**config.mk**
```make
export PLATFORM = sky130hd
export DESIGN_NAME = rim_mod_unit
export DESIGN_NICKNAME = d
export VERILOG_FILES = /design/src/sv/rim_pkg.sv /design/src/sv/rim_mod_unit.sv
export SDC_FILE = /design/constraint.sdc
export NUM_CORES = 1
export LEC_CHECK = 0
export BUFFER_PORTS_ARGS = -buffer_cell sky130_fd_sc_hd__clkbuf_2
export CAP_MARGIN = 20
export CORE_ASPECT_RATIO = 0.7
export CORE_MARGIN = 8
export CORE_UTILIZATION = 50
export DETAILED_ROUTE_END_ITERATION = 10
export PLACE_DENSITY = 0.73
export SYNTH_ARGS = -nofsm -noshare
export SYNTH_HDL_FRONTEND = slang
export SYNTH_SLANG_ARGS = --single-unit
```
**constraint.sdc**
```tcl
create_clock -name clk_i -period 6.5 [get_ports clk_i]
set_input_delay 0.325 -clock clk_i [delete_from_list [all_inputs] [get_ports clk_i]]
set_output_delay 0.325 -clock clk_i [all_outputs]
set_load 0.1 [all_outputs]
```
**src/sv/rim_pkg.sv**
```systemverilog
// shared types, constants and prefix tables for the id bitmap marker
// no dependencies
package rim_pkg;

  localparam int unsigned CFG_W = 17;
  localparam int unsigned ID_W = 64;
  localparam int unsigned IDX_W = ID_W - 3;

  localparam logic [1:0] REG_NODE_BYTES = 2'd0;
  localparam logic [1:0] REG_WAY_BYTES = 2'd1;
  localparam logic [1:0] REG_REL_BYTES = 2'd2;

  localparam logic [1:0] TYPE_NODE = 2'd0;
  localparam logic [1:0] TYPE_WAY = 2'd1;
  localparam logic [1:0] TYPE_REL = 2'd2;
  localparam logic [1:0] TYPE_NONE = 2'd3;

  localparam logic KIND_MARK = 1'b0;
  localparam logic KIND_QUERY = 1'b1;

  localparam logic [7:0] CHR_QUOTE = 8'h22;
  localparam logic [7:0] CHR_LT = 8'h3c;
  localparam logic [7:0] CHR_ZERO = 8'h30;
  localparam logic [7:0] CHR_NINE = 8'h39;

  localparam logic [8*32-1:0] MARK_STR0 = "<nd ref=\"";
  localparam logic [8*32-1:0] MARK_STR1 = "<member type=\"node\" ref=\"";
  localparam logic [8*32-1:0] MARK_STR2 = "<member type=\"way\" ref=\"";
  localparam logic [8*32-1:0] MARK_STR3 = "<member type=\"relation\" ref=\"";
  localparam logic [4:0] MARK_LEN [4] = '{5'd9, 5'd25, 5'd24, 5'd29};
  localparam logic [1:0] MARK_TYPE [4] = '{TYPE_NODE, TYPE_NODE, TYPE_WAY, TYPE_REL};

  localparam logic [8*32-1:0] QUERY_STR0 = "<node id=\"";
  localparam logic [8*32-1:0] QUERY_STR1 = "<way id=\"";
  localparam logic [8*32-1:0] QUERY_STR2 = "<relation id=\"";
  localparam logic [4:0] QUERY_LEN [3] = '{5'd10, 5'd9, 5'd14};
  localparam logic [1:0] QUERY_TYPE [3] = '{TYPE_NODE, TYPE_WAY, TYPE_REL};

  typedef struct packed {
    logic       kind;
    logic [7:0] byte_value;
    logic       first_byte;
    logic       last_byte;
  } in_t;

  typedef struct packed {
    logic       found;
    logic [1:0] object_type;
  } out_t;

  // bitmap access or direct answer requested by the parser for one byte
  typedef struct packed {
    logic            go;
    logic            is_set;
    logic            direct;
    logic [1:0]      otype;
    logic [ID_W-1:0] id;
  } op_t;

  // character at a position of a mark prefix, zero past its end
  function automatic logic [7:0] mark_chr(input logic [1:0] c, input logic [4:0] pos);
    logic [8*32-1:0] s;
    logic [7:0] r;
    logic [4:0] len;
    logic [4:0] off;
    r = 8'd0;
    len = MARK_LEN[c];
    case (c)
      2'd0: s = MARK_STR0;
      2'd1: s = MARK_STR1;
      2'd2: s = MARK_STR2;
      default: s = MARK_STR3;
    endcase
    off = 5'(len - 5'd1 - pos);
    if (pos < len) r = s[8*off +: 8];
    return r;
  endfunction

  function automatic logic [7:0] query_chr(input logic [1:0] c, input logic [4:0] pos);
    logic [8*32-1:0] s;
    logic [7:0] r;
    logic [4:0] len;
    logic [4:0] off;
    r = 8'd0;
    len = 5'd0;
    s = '0;
    case (c)
      2'd0: begin s = QUERY_STR0; len = QUERY_LEN[0]; end
      2'd1: begin s = QUERY_STR1; len = QUERY_LEN[1]; end
      2'd2: begin s = QUERY_STR2; len = QUERY_LEN[2]; end
      default: begin s = '0; len = 5'd0; end
    endcase
    off = 5'(len - 5'd1 - pos);
    if (pos < len) r = s[8*off +: 8];
    return r;
  endfunction

endpackage

```
**src/sv/rim_mod_unit.sv**
```systemverilog
// iterative restoring remainder unit, one dividend bit per cycle
// depends on rim_pkg
module rim_mod_unit #(
  parameter int unsigned SIZE_W = 17
) (
  input  logic                     clk_i,
  input  logic                     rst_ni,
  input  logic                     start_i,
  input  logic [rim_pkg::IDX_W-1:0] dividend_i,
  input  logic [SIZE_W-1:0]        divisor_i,
  output logic                     done_o,
  output logic [SIZE_W-1:0]        rem_o
);

  localparam int unsigned CntW = $clog2(rim_pkg::IDX_W);

  logic                      busy_q, busy_d;
  logic                      done_q, done_d;
  logic [CntW-1:0]           cnt_q, cnt_d;
  logic [rim_pkg::IDX_W-1:0] dvd_q, dvd_d;
  logic [SIZE_W-1:0]         div_q, div_d;
  logic [SIZE_W-1:0]         rem_q, rem_d;
  logic [SIZE_W:0]           trial;
  logic [SIZE_W:0]           diff;

  always_comb begin
    trial = {rem_q, dvd_q[rim_pkg::IDX_W-1]};
    diff = trial - {1'b0, div_q};
    busy_d = busy_q;
    done_d = 1'b0;
    cnt_d = cnt_q;
    dvd_d = dvd_q;
    div_d = div_q;
    rem_d = rem_q;
    if (start_i) begin
      busy_d = 1'b1;
      cnt_d = CntW'(rim_pkg::IDX_W - 1);
      dvd_d = dividend_i;
      div_d = divisor_i;
      rem_d = '0;
    end else if (busy_q) begin
      // remainder stays below divisor, so it fits the narrow register
      rem_d = (trial >= {1'b0, div_q}) ? SIZE_W'(diff) : SIZE_W'(trial);
      dvd_d = {dvd_q[rim_pkg::IDX_W-2:0], 1'b0};
      cnt_d = cnt_q - CntW'(1);
      if (cnt_q == '0) begin
        busy_d = 1'b0;
        done_d = 1'b1;
      end
    end
  end

  always_ff @(posedge clk_i or negedge rst_ni) begin
    if (!rst_ni) begin
      busy_q <= 1'b0;
      done_q <= 1'b0;
      cnt_q <= '0;
    end else begin
      busy_q <= busy_d;
      done_q <= done_d;
      cnt_q <= cnt_d;
    end
  end

  always_ff @(posedge clk_i) begin
    dvd_q <= dvd_d;
    div_q <= div_d;
    rem_q <= rem_d;
  end

  assign done_o = done_q;
  assign rem_o = rem_q;

endmodule

```
# Word level (Yosys, flattened, before mapping)
# Cells that the tools add are included.
[op_classes] n_reduce_logical=2 addsub=2 mux=11 n_lt_le_gt_ge=1
[op_table] cell="$mux 61" count=2
[op_table] cell="$ge 18x17->1" count=1
[op_table] cell="$mux 17" count=1
[op_table] cell="$sub 17x17->17" count=1
[op_table] cell="$mux 6" count=2
[op_table] cell="$logic_not 6->1" count=1
[op_table] cell="$mux 1" count=6
[op_table] cell="$sub 6x1->6 const B" count=1
[op_table] cell="$reduce_bool 2->1" count=1
[totals] ff_bits=103 out_inout_bits=18 word_cells=22

# Longest topological paths before layout
[logic_depth] word_depth=4 mapped_depth=11 ltp_nobuf=10

# Worst setup path before layout
# No wires, ideal clock.
[synth_timing] path_type="flip-flop to flip-flop" startpoint="reg rem_q[3] (netlist: rem_o[3])" endpoint="reg rem_q[1] (netlist: rem_o[1])" required_time_ns=6.414 n_path_buf=1 path_slack_ns=3.581 path_stages_with_launch=9 arrival_time_ns=2.833 cell_sequence="dfxtp_1 -> ha_1 -> a21o_1 -> a221oi_4 -> o31ai_4 -> a31oi_4 -> buf_6 -> mux2i_1 -> a211oi_1"
[synth_between] elab_chain_len=2
[synth_lines] item="from (decl)" line_no="rim_mod_unit.sv:22" rtl="logic [SIZE_W-1:0] rem_q, rem_d;"
[synth_lines] item="from (signal assigned)" line_no="rim_mod_unit.sv:68" rtl="rem_q <= rem_d;"
[synth_lines] item="$ge 18x17->1" line_no="rim_mod_unit.sv:43" rtl="rem_d = (trial >= {1'b0, div_q}) ? SIZE_W'(diff) : SIZE_W'(trial);"
[synth_lines] item="$mux 17" line_no="rim_mod_unit.sv:43"
# Every way passes these cells.
# A chain may end at the register's enable or synchronous reset.

# Worst setup path in the final report
[layout_timing] startpoint="reg dvd_q[60] in the netlist's numbering" endpoint="reg rem_q[1] (netlist: rem_o[1])"
[layout_between] elab_chain_len=2 elab_cells_between_ends=3 cone_classes="add/sub (1); order compare (1); mux (1)"
[layout_lines] item="from (decl)" line_no="rim_mod_unit.sv:20" rtl="logic [rim_pkg::IDX_W-1:0] dvd_q, dvd_d;"
[layout_lines] item="from (signal assigned)" line_no="rim_mod_unit.sv:66" rtl="dvd_q <= dvd_d;"
[layout_lines] item="$sub 17x17->17 or $ge 18x17->1 (tied branches)" line_no="rim_mod_unit.sv:28, rim_mod_unit.sv:43"
[layout_lines] item="$mux 17 *" line_no="rim_mod_unit.sv:43"
# Mark *: on every way between the ends. The rest lies on a longest branch, timed or not.

==> impl_metrics.yaml <==
status:
  status: "complete, no violations"
placement:
  placed_cells: 613
  io_buffers: 98
  dpl.hpwl_mm: 7.559
  place_congestion: 0.8377
global_routing:
  grt_first_pass_wirelength_mm: 17.02
  grt-ovfl-total: 0
  grt_pass1_vias: 3410
  grt_max_degree: 61
  use_met1: 0.2210
  busiest_layer: "met2"
  antenna_found_initial: 0
  met3_usage: 0.03685
  grt.total_usage: 0.1552
  met2_usage: 0.2289
worst_setup_path:
  crit_top_cell: "inv_1"
  cp_top_family: "compound AO/OA/AOI/OAI gates"
  arrival_ns: 3.29
  cp.required_ns: 6.75
  critPathBufInv: 2
  cp_cell_sequence: "inv_1 -> ha_1 -> inv_1 -> fa_1 -> a21o_1 -> a221oi_4 -> o31ai_4 -> a31oi_4 -> mux2i_1 -> a211oi_1"
  cp-start-kind: "flip-flop"
  rr_startpoint: "dvd_q[60]"
  worstSetupEndpointType: "flip-flop"
  crit_path_max_fanout: 23
  cpPeakStageDelay_ns: 0.70
  critPathKind: "flip-flop to flip-flop"
  crit_start: "dvd_q[60]"
  reg2reg_slack_ns: 3.46
  critical-path-slowest-cell: "a31oi_4"
synthesis:
  synth_edf_count: 78
  seq_area_frac_synth: 0.5626
  synth_area_um2: 5124
  async_flop_share: 0.07767
  ys_warn_count: 0
  synthFlopType: "edfxtp_1"
  ys_types: 60
  ys_seq_elements: 103
  synth_top_cell_by_area: "edfxtp_1"
  ys_top_cells_by_area: "edfxtp_1, mux2_2, dfxtp_1"
  syn_nets: 497
  synth_top_cell_area_share: 0.4571
  avgSynthCellArea_um2: 12.94
  synth_cells: 396
route:
  ant_nets: 0
  drt_pre_antenna_iters: 4
  drc_errors: 0
  viasPerCell: 5.389
  via_count: 3395
  post_drt_wl_per_cell_um: 16.87
  wl_mm: 10.63
  drtIter0Drc: 209
clock_network:
  post_cts_buffers: 0
  cts_max_path_buffers: 2
  cts-root-buf: "clkbuf_16"
  path_clk_slew_ns: 0.07
  worstSkewPairLatency_ns: 0.34
  hold_buffers: 1
  clock_sinks: 103
  numCtsBuffers: 9
  htreeDepth: 3
  cts_tree: "built"
  cts_resized: 0
floorplan:
  die_area_um2: 13790
  initial_utilization: 0.5042
  ios: 99
  core_um2: 10160
  die_h_um: 100.7
  die_x_um: 137.0
  row_count: 31
sta:
  fin_tns_setup_ns: 0
  max_freq_ghz: 0.3289
  clock_skew_ns: 0.005289
  period_minus_slack_ns: 3.040
  fin_crit_sh: 0.4678
  holdWs_ns: 0.1595
  slew_violations: 0
  rsz0062_at_grt: "false"
  max_slew_margin: 0.4556
  hold_viol: 0
  setup_viol: 0
  tightest_slew_ns: 0.8165
hold_path:
  min_from: "divisor_i[10]"
  hp-class: "input pin to flip-flop"
finish:
  drive_gt1_frac: 0.3675
  num_antenna_cells: 0
  layout_commonest_cell: "clkbuf_2"
  layout_common_cells: "clkbuf_2, edfxtp_1, mux2_2, inv_1, nor2_1"
  nets: 594
  instances_no_fill: 630
  areaGrowthSynthToFinish_pct: 17.78
run:
  maxCapViolations: 0
pwr:
  pwr_density_cell_nw_per_um2: 371.0
  cellLeakagePower_nw: 2.596
  peakVddDrop_v: 0.0002641
## path summary, 6_finish.rpt
kind	endpoint	depth (start not counted)
max in group asynchronous	busy_q	2
min in group asynchronous	done_o	2
hold / removal	div_q[10]	1
setup reg to reg	rem_o[1]	10
setup / recovery	rem_o[1]	10
hold reg to reg	rem_o[8]	2
## area by class of cell
type	instances	area, µm²
multi-input combinational	249	2059
tap	132	165.2
fill	856	4128
clock inverter	7	71.32
inverter	28	105.1
clock buffer	9	225.2
timing repair buffer	102	525.5
sequential	103	2883
## per-layer routing
metal | wire, µm | share of wire
met1 | 5101 | 0.48
met2 | 4746 | 0.45
met3 | 655 | 0.062
met4 | 127 | 0.012
met5 | 0 | 0
## power breakdown
part | switching [mW] | internal, mW | total, mW
Combinational | 0.569 | 0.270 | 0.839
Sequential | 0.0621 | 0.802 | 0.865
Clock | 0.236 | 0.299 | 0.535
Total | 0.868 | 1.37 | 2.24
## Yosys cell counts, types with 2 or more instances
library cell and n:
a32oi_1 4, inv_1 27, dfxtp_1 17, a21oi_1 16, o21ai_0 5, nor2_1 26
a211oi_1 10, a21o_1 3, and2_1 2, mux2_2 60, edfxtp_1 78, dfrtp_1 8
ha_1 19, buf_6 2, buf_1 4, clkbuf_1 9, o21a_1 2, nor4_1 2
nor3_1 8, o21bai_1 3, mux2i_1 9, o21ai_1 4, xor2_1 8, nand2b_1 6
a31oi_1 2, xnor2_1 8, nand3_1 4, nand2_1 15, a311oi_1 2, and3_1 3
## sequential cells by signal, indices dropped and copies added, names as in the netlist
register / cells
busy_q: 1
rem_o: 17
div_q: 17
cnt_q: 6
dvd_q: 61
done_o: 1
## metrics by stage
stage | instance area [µm²] | util | total power [mW] | worst slack [ns]
floorplan | 5124 | - | 1.559 | 3.581
global placement | 5728 | 0.5637 | 1.696 | 3.607
detailed placement | 5728 | 0.5637 | 1.714 | 3.504
CTS | 6035 | 0.5938 | 2.256 | 3.469
global route | 6035 | 0.5938 | 2.357 | 3.173
finish | 6035 | 0.5938 | 2.239 | 3.460
## kinds of logic (layout without fill, tap and decap cells)
group	after synthesis	after routing	share of synthesized area
flip-flops	103	103	0.5626
AND/OR/NAND/NOR	76	76	0.07253
multiplexers	70	70	0.1516
AO/OA/AOI/OAI	67	67	0.1001
buffers and inverters	44	146	0.03541
adder cells (fa/ha/maj)	20	20	0.05031
XOR/XNOR	16	16	0.02735
Power figures use the tool's default switching activity.
